==> config.mk <==
export PLATFORM = sky130hd
export DESIGN_NAME = bfr_seq
export DESIGN_NICKNAME = d
export VERILOG_FILES = /design/src/hdl/bfr_pkg.sv /design/src/hdl/bfr_seq.sv
export SDC_FILE = /design/constraint.sdc
export NUM_CORES = 1
export LEC_CHECK = 0
export BUFFER_PORTS_ARGS = -buffer_cell sky130_fd_sc_hd__clkbuf_2
export CAP_MARGIN = 10
export CORE_AREA = 2 2 39 41
export DETAILED_ROUTE_END_ITERATION = 16
export DIE_AREA = 0 0 41 43
export PLACE_DENSITY = 0.54
export SYNTH_ARGS = -nofsm -noshare
export SYNTH_HDL_FRONTEND = slang
export SYNTH_SLANG_ARGS = --single-unit
==> constraint.sdc <==
create_clock -name clock -period 3 [get_ports clock]
set_input_delay 0.15 -clock clock [delete_from_list [all_inputs] [get_ports clock]]
set_output_delay 0.15 -clock clock [all_outputs]
set_load 0.05 [all_outputs]
==> src/hdl/bfr_pkg.sv <==
package bfr_pkg;

   // Screen and store geometry.
   localparam int SCREEN_WIDTH  = 480;
   localparam int SCREEN_HEIGHT = 320;
   localparam int MAX_GLYPHS    = 256;
   localparam int MAX_HEIGHT    = 32;
   localparam int STORE_WORDS   = 8192;

   localparam int GLYPH_W  = $clog2(MAX_GLYPHS);
   localparam int ADDR_W   = $clog2(STORE_WORDS);
   localparam int HEIGHT_W = 6;
   localparam int BASE_W   = 14;
   localparam int STEP_W   = 3;

   // Input word kinds.
   localparam logic [1:0] KIND_LOAD_ROW   = 2'd0;
   localparam logic [1:0] KIND_LOAD_WIDTH = 2'd1;
   localparam logic [1:0] KIND_HOME       = 2'd2;
   localparam logic [1:0] KIND_DRAW       = 2'd3;

   // Control characters.
   localparam logic [7:0] CODE_NEWLINE = 8'd10;
   localparam logic [7:0] CODE_RETURN  = 8'd13;

   // Register indexes.
   localparam logic [2:0] CSR_ORIGIN_X     = 3'd0;
   localparam logic [2:0] CSR_ORIGIN_Y     = 3'd1;
   localparam logic [2:0] CSR_INK_COLOR    = 3'd2;
   localparam logic [2:0] CSR_FIRST_CODE   = 3'd3;
   localparam logic [2:0] CSR_CODE_COUNT   = 3'd4;
   localparam logic [2:0] CSR_DEFAULT_CODE = 3'd5;
   localparam logic [2:0] CSR_GLYPH_HEIGHT = 3'd6;

   // Program step addresses.
   localparam logic [STEP_W-1:0] STEP_WAIT     = 3'd0;
   localparam logic [STEP_W-1:0] STEP_DISPATCH = 3'd1;
   localparam logic [STEP_W-1:0] STEP_SUBST    = 3'd2;
   localparam logic [STEP_W-1:0] STEP_LOOKUP   = 3'd3;
   localparam logic [STEP_W-1:0] STEP_ROWS     = 3'd4;
   localparam logic [STEP_W-1:0] STEP_DRAIN    = 3'd5;
   localparam logic [STEP_W-1:0] STEP_ADVANCE  = 3'd6;

   // Datapath action of one control word.
   typedef enum logic [2:0] {
      ACT_WAIT,
      ACT_EXEC,
      ACT_SUBST,
      ACT_LOOKUP,
      ACT_ROWS,
      ACT_DRAIN,
      ACT_ADVANCE
   } act_type;

   // Jump condition of one control word.
   typedef enum logic [2:0] {
      COND_NEVER,
      COND_ALWAYS,
      COND_NO_ACCEPT,
      COND_NOT_DRAW,
      COND_ROWS_LEFT,
      COND_PEND_BUSY
   } cond_type;

   typedef struct packed {
      act_type             act;
      cond_type            cond;
      logic [STEP_W-1:0]   target;
   } ucode_type;

   // Datapath status seen by the sequencer.
   typedef struct packed {
      logic accept;
      logic draw;
      logic rows_left;
      logic pend_busy;
   } seq_status_type;

   // The control program.
   function automatic ucode_type ucode_rom(input logic [STEP_W-1:0] step);
      ucode_type word;
      unique case (step)
         STEP_WAIT:     word = '{ACT_WAIT,    COND_NO_ACCEPT, STEP_WAIT};
         STEP_DISPATCH: word = '{ACT_EXEC,    COND_NOT_DRAW,  STEP_WAIT};
         STEP_SUBST:    word = '{ACT_SUBST,   COND_NEVER,     STEP_WAIT};
         STEP_LOOKUP:   word = '{ACT_LOOKUP,  COND_NEVER,     STEP_WAIT};
         STEP_ROWS:     word = '{ACT_ROWS,    COND_ROWS_LEFT, STEP_ROWS};
         STEP_DRAIN:    word = '{ACT_DRAIN,   COND_PEND_BUSY, STEP_DRAIN};
         STEP_ADVANCE:  word = '{ACT_ADVANCE, COND_ALWAYS,    STEP_WAIT};
         default:       word = '{ACT_WAIT,    COND_ALWAYS,    STEP_WAIT};
      endcase
      return word;
   endfunction

endpackage

==> src/hdl/bfr_seq.sv <==
module bfr_seq
   import bfr_pkg::*;
(
   input  logic           clock,
   input  logic           reset,
   input  seq_status_type status,
   output ucode_type      ctrl
);

   logic [STEP_W-1:0] step_ff;
   logic [STEP_W-1:0] step_in;
   logic              take;

   // Fetch the control word of the current step.
   assign ctrl = ucode_rom(step_ff);

   // Evaluate the jump condition.
   always_comb begin
      unique case (ctrl.cond)
         COND_NEVER:     take = 1'b0;
         COND_ALWAYS:    take = 1'b1;
         COND_NO_ACCEPT: take = !status.accept;
         COND_NOT_DRAW:  take = !status.draw;
         COND_ROWS_LEFT: take = status.rows_left;
         COND_PEND_BUSY: take = status.pend_busy;
         default:        take = 1'b1;
      endcase
      step_in = take ? ctrl.target : step_ff + 1'b1;
   end

   // Step counter.
   always_ff @(posedge clock) begin
      if (reset) begin
         step_ff <= STEP_WAIT;
      end else begin
         step_ff <= step_in;
      end
   end

endmodule

Word level (Yosys, flattened, before mapping):

Cells that the tools add are included.

* register bits after elaboration: 3

* reductions and logical operators: 4
* mux-type cells: 3
* equality and inequality tests: 10
* add/sub/neg operators: 1

Operator list (count)
* $pmux W9 S7: 1
* $eq A3 B3 Y1 const B: 5
* $eq A3 B2 Y1 const B: 4
* $logic_not A3 Y1: 2
* $pmux W1 S5: 1
* $add A3 B1 Y3 const B: 1
* $eq A3 B1 Y1 const B: 1
* $mux W3: 1
* $logic_not A1 Y1: 2

Depth between registers and ports, before layout:

Gate-level depths: netlist of the first run.

* depth in word-level cells: 5
* gate-level depth with buffers: 6
* gate-level depth less buffers: 6

Worst setup path before layout of the first run:

OpenSTA, ideal clock, no wires.

* kind: register to register
* start: register step_ff[0]
* end: register step_ff[0]
* arrival time: 1902 ps
* cell stages (with the launch flop): 5
* path slack: 975 ps
* clock period less this slack: 2025 ps
* path through: dfxtp_1 > inv_1 > o21ai_1 > mux2i_2 > mux2_1

RTL lines
* from (decl): line bfr_seq.sv:10 `logic [STEP_W-1:0] step_ff;`
* from (signal assigned): line bfr_seq.sv:36 `step_ff <= step_in;`

Final worst setup path of the first run:

* start: register step_ff[1]
* end: register step_ff[2]

* word-level cells in the longest chain between the ends: 5

Ends and longest elaborated chain
* $eq A3 B3 Y1 (tied with other cells): line bfr_pkg.sv:82 `unique case (step)`
* $pmux W9 S7: line bfr_pkg.sv:82
* $eq A3 B3 Y1 (tied with other cells): line bfr_seq.sv:19 `unique case (ctrl.cond)`
* $pmux W1 S5: line bfr_seq.sv:19
* $mux W3 *: line bfr_seq.sv:28 `step_in = take ? ctrl.target : step_ff + 1'b1;`

Mark *: on every way between the ends. The rest lies on a longest branch, timed or not.
A chain may end at the register's enable or synchronous reset.

==> out/qor.csv, run 1 <==
stage;metric;value;unit
status;status;complete, no violations;
worst_setup_path;slowest cell on the critical path;dfxtp_1;
clock_tree;Num Clock Sinks;3;
die;die area;0.001763;mm^2
power;Worst VDD drop;174.0;uV
detailed_routing;# DRC;0;
cells_and_area;Largest register FFs;3;
clock_tree;Hold Buf Count CTS;0;
worst_setup_path;CP max FO;5;
worst_setup_path;max incr delay on CP;0.37;ns
yosys;syn avg cell area;8.014;um^2
yosys;main area contributors after synthesis;ha_1 (21%), dfxtp_1 (20%), mux2_1 (7.6%);
timing;Clock Skews;0.0006213;ns
detailed_routing;drt via density;4.015;
yosys;Post-synth ARST share;0;
place;GPL Wtd Cong;0.7219;
clock_tree;CTS tree;built;
detailed_routing;DR iter-0 viols;3;
detailed_routing;vias;273;
worst_setup_path;Arr. time, crit path;1.85;ns
yosys;number of synthesized flops with an enable pin;0;
grt;largest net degree at the start of global routing;8;
timing;total negative slack;0;ns
yosys;Cell variety after synth;20;
yosys;top-count cell post-synth;nor2_1;
place;I/O Buffers;13;
timing;Period Utilization, post-route;0.5779;
worst_setup_path;kind of critical path;flop to flop;
worst_setup_path;Crit Reg-Reg Startpoint;step_ff[1];
timing;Hold Vio Cnt, Final;0;
yosys;Synth area leader;ha_1;
cells_and_area;fill count;158;
worst_setup_path;WP data required;3.11;ns
yosys;most instantiated cells after synthesis;nor2_1 (6), ha_1 (5), dfxtp_1 (3);
worst_setup_path;Reg2Reg Setup Slack;1.27;ns
timing;Final setup viols;0;
detailed_routing;Post-DRT Antenna Nets;0;
worst_setup_path;crit path cell chain;inv_1 -> ha_1 -> nor2_1 -> a21oi_1 -> mux2i_2 -> mux2_1;
timing;fmax;0.5768;GHz
worst_hold_path;Hold Crit Class;input pin to flop;
yosys;sequential area share after synthesis;0.2025;
clock_tree;clk buf depth;2;
place;Placed Instances;64;
cells_and_area;Area Growth Syn to Fin;32.49;%
clock_tree;H-tree Lvls;1;
worst_hold_path;Worst Hold End;step_ff[1];
cells_and_area;share of cells above drive strength 1;0.3846;
die;Initial Util;0.2143;
cells_and_area;Nets;64;
yosys;mapped cell area;296.5;um^2
timing;RSZ-0062 raised after global routing;no;
run;maxcap violations;0;
timing;Final min period;1.734;ns
cells_and_area;Finished Layout Cells;68;
detailed_routing;WL final;554;um
clock_tree;clock buffer count from CTS;3;
die;Die H;43;um
worst_hold_path;hold wc startpoint;reset;
cells_and_area;biggest regs;step_ff x3;
detailed_routing;WL/cell;8.147;um
yosys;Syn Inst Count;37;
worst_setup_path;critical path endpoint category;flop;
cells_and_area;ANT cells;0;
worst_setup_path;worst reg-to-reg path cell count;6;
clock_tree;clock root buffer master;clkbuf_4;
yosys;top_reg_cell synth;dfxtp_1;
clock_tree;clock latency on the worst-skew pair;0.23;ns
clock_tree;Worst-path clk slew;0.04;ns
place;post-DP HPWL;476.9;um
yosys;Synth top area share;0.2110;
grt;initial antenna violation count;0;
grt;Remaining Overflow, GRT;0;
grt;gr usage total;0.07415;
grt;global-route wire length before repair;855;um
timing;Max Transition Viols Final;0;
clock_tree;setup repair bufs after CTS;0;
yosys;Synth Net Count;48;
detailed_routing;TritonRoute pass-1 iters;2;
yosys;synthesis-stage register bit count;3;
worst_setup_path;reg2reg end;step_ff[2];
power;pwr/cell area;692.3;mW/mm^2
clock_tree;Post-CTS Resized;0;
worst_hold_path;hold path depth;2;
die;Core Box Area;0.001384;mm^2
die;Die Wd;41;um
cells_and_area;Most flops, register;step_ff;
worst_setup_path;Startpoint Class;flop;
grt;number of global-route vias before repair;227;
die;row cnt;14;
power;P_leak;0.2071;nW
worst_setup_path;worst setup path start;step_ff[1];
yosys;Yosys warnings;0;
die;IO Count;15;
[routing by layer]
layer | GRT usage | vias up | part of all wire
li1 | - | 146 | -
met1 | 0.08626 | 118 | 0.47
met2 | 0.1094 | 9 | 0.47
met3 | 0.01571 | 0 | 0.060
met4 | 0.06000 | 0 | 0
met5 | 0 | - | 0
[layout by cell type, fill, tap and decap left out, drive strengths merged]
master / count
conb: 1
o21ai: 1
nand2b: 1
a211o: 1
or2b: 1
nor3: 2
nor2: 6
a21oi: 1
clkbuf: 17
inv: 3
nor2b: 2
nor3b: 1
mux2: 2
dfxtp: 3
mux2i: 1
or2: 2
ha: 5
and2: 1
nand2: 1
[how the worst max path moves through the flow]
stage	end	slack, ns	depth (start not counted)
after floorplan	step_ff[0]	0.97	4
after global placement	step_ff[2]	1.30	6
after detailed placement	step_ff[2]	1.26	6
after CTS	step_ff[2]	1.25	6
after global routing	step_ff[2]	1.08	6
final	step_ff[2]	1.27	6
[worst max-delay path, delay by kind of cell (launching register included)]
kind | cells | cell delay, ns
mux | 2 | 0.60
buf+inv | 1 | 0.08
simple gates | 1 | 0.27
fa+ha+maj | 1 | 0.21
flops | 1 | 0.37
compound gates | 1 | 0.09
[layout make-up]
type	instances	area [um^2]	share of cell area
Sequential cell	3	60.06	0.1529
Timing Repair Buffer	13	65.06	0.1656
Multi-Input combinational cell	29	210.2	0.5350
Inverter	3	11.26	0.02866
Clock buffer	4	26.28	0.06688
Tap cell	16	20.02	0.05096
[cells by family after synthesis]
family                   count (synthesis)  synth area share
AO/OA/AOI/OAI                            3           0.06326
adder cells (fa/ha/maj)                  5            0.2110
buffers and inverters                    5           0.08859
flip-flops                               3            0.2025
multiplexers                             3            0.1223
other                                    1           0.01265
AND/OR/NAND/NOR                         17            0.2996
[where the power goes]
part	total, W	internal [W]	leakage (nW)	switching, W
Clock	0.0000700	0.0000498	0.0150	0.0000202
Combinational	0.000149	0.0000447	0.168	0.000104
Sequential	0.0000534	0.0000464	0.0245	0.00000701
Total	0.000272	0.000141	0.207	0.000131
[per-stage QoR]
step | instance area, um^2 | total power (W) | hold slack [ns] | setup slack, ns | util
after floorplan | 296.5 | 0.0001761 | 0.2261 | 0.9750 | -
after global placement | 366.6 | 0.0002040 | 0.3983 | 1.303 | 0.2649
after CTS | 392.9 | 0.0002788 | 0.1480 | 1.255 | 0.2839
after detailed placement | 366.6 | 0.0002049 | 0.3969 | 1.260 | 0.2649
final | 392.9 | 0.0002720 | 0.1569 | 1.266 | 0.2839
after global routing | 392.9 | 0.0002942 | 0.1663 | 1.081 | 0.2839
(Power assumes the default switching activity.)
==> run 2: changes to the inputs <==
--- a/config.mk
+++ b/config.mk
@@ -5,12 +5,13 @@
 export SDC_FILE = /design/constraint.sdc
 export NUM_CORES = 1
 export LEC_CHECK = 0
+export ABC_AREA = 1
 export BUFFER_PORTS_ARGS = -buffer_cell sky130_fd_sc_hd__clkbuf_2
 export CAP_MARGIN = 10
 export CORE_AREA = 2 2 39 41
 export DETAILED_ROUTE_END_ITERATION = 16
 export DIE_AREA = 0 0 41 43
-export PLACE_DENSITY = 0.54
+export PLACE_DENSITY = 0.59
 export SYNTH_ARGS = -nofsm -noshare
 export SYNTH_HDL_FRONTEND = slang
 export SYNTH_SLANG_ARGS = --single-unit
==> constraint.sdc (replaced) <==
create_clock -name clock -period 1.65 [get_ports clock]
set_input_delay 0.0825 -clock clock [delete_from_list [all_inputs] [get_ports clock]]
set_output_delay 0.0825 -clock clock [all_outputs]
set_load 0.05 [all_outputs]
==> out/qor.csv, run 2 <==
stage;metric;value;unit
status;status;complete, no violations;
yosys;Synth top area share;0.1742;
yosys;Synth Net Count;68;
die;Initial Util;0.2595;
worst_setup_path;Startpoint Class;flop;
detailed_routing;# DRC;0;
detailed_routing;WL/cell;7.523;um
cells_and_area;Most flops, register;step_ff;
cells_and_area;commonest non-fill, non-tap cell in the layout;clkbuf_2;
timing;Final setup viols;0;
timing;Final min period;1.568;ns
cells_and_area;fin util;0.3300;
grt;Remaining Overflow, GRT;0;
cells_and_area;Largest register FFs;3;
worst_hold_path;hold wc startpoint;reset;
grt;global-route wire length before repair;1138;um
worst_setup_path;crit path cell chain;inv_1 -> ha_1 -> nand2_2 -> nand2_4 -> inv_1 -> o21ai_1 -> buf_2;
clock_tree;clock buffer count from CTS;3;
cells_and_area;ANT cells;0;
yosys;most instantiated cells after synthesis;inv_1 (11), nand2_1 (11), nand2_2 (7);
place;post-DP HPWL;567.7;um
detailed_routing;Post-DRT Antenna Nets;0;
worst_setup_path;critical path endpoint category;output pin;
grt;number of global-route vias before repair;311;
worst_setup_path;kind of critical path;flop to output pin;
clock_tree;Num Clock Sinks;3;
clock_tree;clock root buffer master;clkbuf_4;
yosys;Synth area leader;ha_1;
yosys;sequential area share after synthesis;0.1672;
place;I/O Buffers;13;
cells_and_area;fill count;162;
detailed_routing;vias;347;
detailed_routing;DR iter-0 viols;2;
grt;largest net degree at the start of global routing;6;
timing;Period Utilization, post-route;0.9505;
die;row cnt;14;
yosys;Post-synth ARST share;0;
yosys;main area contributors after synthesis;ha_1 (17%), dfxtp_1 (17%), nand2_2 (12%);
detailed_routing;TritonRoute pass-1 iters;4;
worst_setup_path;max incr delay on CP;0.33;ns
die;IO Count;15;
die;Core Box Area;0.001384;mm^2
clock_tree;Hold Buf Count CTS;0;
die;die area;0.001763;mm^2
clock_tree;setup repair bufs after CTS;0;
worst_setup_path;slowest cell on the critical path;dfxtp_1;
yosys;Cell variety after synth;15;
yosys;number of synthesized flops with an enable pin;0;
clock_tree;CTS tree;built;
yosys;top_reg_cell synth;dfxtp_1;
yosys;Yosys warnings;0;
worst_setup_path;CP max FO;5;
timing;Clock Skews;0.004485;ns
die;Die H;43;um
yosys;synthesis-stage register bit count;3;
place;GPL Wtd Cong;0.7608;
grt;gr usage total;0.09629;
clock_tree;clock latency on the worst-skew pair;0.23;ns
worst_setup_path;Crit Reg-Reg Startpoint;step_ff[1];
timing;total negative slack;0;ns
worst_setup_path;WP data required;1.57;ns
timing;fmax;0.6376;GHz
worst_hold_path;Hold Crit Class;input pin to flop;
cells_and_area;Nets;84;
cells_and_area;biggest regs;step_ff x3;
clock_tree;Worst-path clk slew;0.04;ns
worst_setup_path;worst setup path start;step_ff[1];
yosys;syn avg cell area;6.300;um^2
clock_tree;clk buf depth;2;
cells_and_area;share of cells above drive strength 1;0.4028;
run;maxcap violations;0;
detailed_routing;WL final;662;um
timing;RSZ-0062 raised after global routing;no;
detailed_routing;drt via density;3.943;
worst_setup_path;Arr. time, crit path;1.49;ns
die;Die Wd;41;um
grt;initial antenna violation count;0;
yosys;Syn Inst Count;57;
clock_tree;H-tree Lvls;1;
timing;Max Transition Viols Final;0;
timing;Hold Vio Cnt, Final;0;
yosys;mapped cell area;359.1;um^2
worst_setup_path;most used cell, CP;inv_1;
cells_and_area;Area Growth Syn to Fin;27.18;%
cells_and_area;commonest non-fill, non-tap cells in the layout;clkbuf_2 (12), inv_1 (11), nand2_1 (11);
-- run 2: layout make-up --
cell class	instances	area, um^2	area share
inverters	14	57.56	0.1260
multi-input cells	38	226.5	0.4959
repair buffers	13	65.06	0.1425
flip-flops and latches	3	61.31	0.1342
clock buffers	4	26.28	0.05753
well taps	16	20.02	0.04384
-- run 2: final timing paths --
| kind | end | slack [ns] | cells past startpoint |
|---|---|---|---|
| max reg2reg | step_ff[0] | 0.27 | 10 |
| min reg2reg | step_ff[0] | 0.56 | 3 |
| min | step_ff[1] | 0.10 | 4 |
| max | ctrl[8] | 0.08 | 7 |
-- run 2: per-stage QoR --
stage / instances / setup slack, ns / hold WS [ns] / area [um^2]
after floorplan: 57 / 0.1353 / 0.2477 / 359.1
after global placement: 84 / 0.2629 / 0.3479 / 429.2
after detailed placement: 84 / 0.2707 / 0.3467 / 429.2
after CTS: 88 / 0.04553 / 0.1012 / 455.4
after global routing: 88 / 0.002217 / 0.1225 / 456.7
final: 88 / 0.08170 / 0.1002 / 456.7
-- run 2: layer usage --
layer,GRT usage,wire (um),up-vias
li1,-,-,195
met1,0.09936,293,143
met2,0.1563,333,9
met3,0.06283,35,0
met4,0.02000,0,0
met5,0,0,-
-- run 2: what timing repair did --
item | in CTS | in global routing
resized for setup | 0 | 2
endpoints found under the setup margin | 0 | 1
endpoints found under the hold margin | 0 | 0
-- run 2: logic make-up after synthesis --
group | count (synthesis) | synth area share
AOI/OAI and AO/OA | 2 | 0.02785
adders and majority gates | 5 | 0.1742
buffers and inverters | 16 | 0.2021
DFF | 3 | 0.1673
other | 1 | 0.01044
and+or+nand+nor | 30 | 0.4181
-- run 2: worst max-delay path, delay by kind of cell, from the launching register on --
family	cells	cell delay [ns]
fa+ha+maj	1	0.19
simple gates	2	0.21
flops	1	0.33
buf+inv	3	0.46
compound gates	1	0.07
Power of run 2 is left out: the tool's default activity adds up to more than one toggle a clock period on the data nets, which glitch-free logic cannot reach.
==> run 3: changes to the inputs <==
--- a/config.mk
+++ b/config.mk
@@ -8,10 +8,9 @@
 export ABC_AREA = 1
 export BUFFER_PORTS_ARGS = -buffer_cell sky130_fd_sc_hd__clkbuf_2
 export CAP_MARGIN = 10
-export CORE_AREA = 2 2 39 41
+export CORE_UTILIZATION = 25
 export DETAILED_ROUTE_END_ITERATION = 16
-export DIE_AREA = 0 0 41 43
-export PLACE_DENSITY = 0.59
+export PLACE_DENSITY = 0.56
 export SYNTH_ARGS = -nofsm -noshare
 export SYNTH_HDL_FRONTEND = slang
 export SYNTH_SLANG_ARGS = --single-unit
==> constraint.sdc (replaced) <==
create_clock -name clock -period 1.46 [get_ports clock]
set_input_delay 0.073 -clock clock [delete_from_list [all_inputs] [get_ports clock]]
set_output_delay 0.073 -clock clock [all_outputs]
set_load 0.05 [all_outputs]
==> out/qor.csv, run 3 (same netlist as run 2, synthesis figures left out) <==
stage;metric;value;unit
status;status;complete, no violations;
die;die area;0.001592;mm^2
detailed_routing;WL/cell;7.764;um
clock_tree;clock latency on the worst-skew pair;0.23;ns
place;Placed Instances;85;
detailed_routing;Post-DRT Antenna Nets;0;
clock_tree;clk buf depth;2;
cells_and_area;share of cells above drive strength 1;0.4730;
worst_hold_path;Hold Crit Class;input pin to flop;
die;row cnt;13;
clock_tree;clock root buffer master;clkbuf_4;
cells_and_area;Area Growth Syn to Fin;40.77;%
grt;largest net degree at the start of global routing;6;
die;Core Box Area;0.001318;mm^2
clock_tree;Hold Buf Count CTS;0;
clock_tree;Worst-path clk slew;0.04;ns
timing;Final min period;1.396;ns
cells_and_area;fill count;151;
clock_tree;CTS tree;built;
place;GPL Wtd Cong;0.6901;
detailed_routing;DR iter-0 viols;8;
cells_and_area;Finished Layout Cells;89;
grt;global-route wire length before repair;1090;um
place;Area after DPL;450.4;um^2
place;post-DP HPWL;588.3;um
clock_tree;clock buffer count from CTS;3;
worst_setup_path;Startpoint Class;flop;
cells_and_area;commonest non-fill, non-tap cells in the layout;nand2_1 (11), inv_1 (10), nand2_2 (7), clkbuf_2 (7);
cells_and_area;ANT cells;0;
run;maxcap violations;0;
worst_setup_path;CP max FO;5;
die;IO Count;15;
grt;number of global-route vias before repair;305;
grt;initial antenna violation count;0;
clock_tree;H-tree Lvls;1;
worst_setup_path;max incr delay on CP;0.31;ns
worst_setup_path;Arr. time, crit path;1.32;ns
place;I/O Buffers;13;
detailed_routing;TritonRoute pass-1 iters;4;
worst_setup_path;slowest cell on the critical path;dfxtp_1;
worst_setup_path;kind of critical path;flop to output pin;
worst_setup_path;critical path endpoint category;output pin;
detailed_routing;# DRC;0;
grt;Remaining Overflow, GRT;0;
detailed_routing;vias;347;
detailed_routing;drt via density;3.899;
cells_and_area;post-route cell area;505.5;um^2
grt;gr usage total;0.1052;
cells_and_area;commonest non-fill, non-tap cell in the layout;nand2_1;
timing;fmax;0.7164;GHz
die;Die H;39.90;um
cells_and_area;Nets;86;
worst_setup_path;crit path cell chain;inv_1 -> ha_2 -> nand2_2 -> nand2_4 -> inv_2 -> o21ai_2 -> buf_8;
cells_and_area;Largest register FFs;3;
detailed_routing;WL final;691;um
timing;Max Transition Viols Final;0;
cells_and_area;Most flops, register;step_ff;
timing;Clock Skews;0.002135;ns
die;Initial Util;0.2726;
clock_tree;Num Clock Sinks;3;
timing;Hold Vio Cnt, Final;0;
die;Die Wd;39.90;um
worst_setup_path;WP buf/inv;3;
timing;Final setup viols;0;
cells_and_area;biggest regs;step_ff x3;
timing;Period Utilization, post-route;0.9561;
worst_setup_path;CP delay by family, top;buffers and inverters;
worst_setup_path;WP data required;1.39;ns
timing;RSZ-0062 raised after global routing;yes;
-- run 3: worst paths after layout --
kind,to,cells past startpoint,slack (ns),from
worst max-delay path,ctrl[8],7,0.06,step_ff[1]
worst min-delay path,step_ff[0],4,0.10,reset
worst max register to register,step_ff[0],10,0.14,step_ff[0]
worst min register to register,step_ff[0],4,0.65,step_ff[0]
-- run 3: worst reg2reg max path, cell delays in order, from the launching register on --
cell      delay, ns
dfxtp_2        0.36
clkinv_4       0.06
ha_1           0.21
inv_1          0.09
nand2_1        0.09
nand3_1        0.09
nand2_1        0.06
nand2_1        0.06
nand2_2        0.06
nor2_1         0.09
nor2_1         0.05
-- run 3: per-stage QoR --
stage	hold WS, ns	setup slack (ns)	util	setup TNS, ns
final	0.1011	0.06406	0.3837	0
after global routing	0.1390	-0.01901	0.3837	-0.01952
after CTS	0.09398	0.007977	0.3694	0
after detailed placement	0.3409	0.08908	0.3419	0
after global placement	0.3425	0.1007	0.3419	0
after floorplan	0.2382	0.07510	-	0
-- run 3: per-layer routing --
| metal | share of wire | up-vias | routed length [um] | GRT usage |
|---|---|---|---|---|
| li1 | - | 196 | - | - |
| met1 | 0.48 | 144 | 332 | 0.1296 |
| met5 | 0 | - | 0 | 0 |
| met4 | 0 | 0 | 0 | 0.1034 |
| met2 | 0.49 | 7 | 338 | 0.1492 |
| met3 | 0.030 | 0 | 21 | 0.01705 |
-- run 3: cell type report --
type                    count  area (um^2)  share of cell area
multi-input cells          38        236.5              0.4678
well taps                  15        18.77             0.03713
repair buffers             15        105.1              0.2079
inverters                  14        57.56              0.1139
flip-flops and latches      3        61.31              0.1213
clock buffers               4        26.28             0.05198
-- run 3: repair_timing --
action | CTS | global route
resized for setup | 4 | 14
setup buffers | 0 | 0
endpoints found under the setup margin | 2 | 8
Power of run 3 is left out for the same reason.
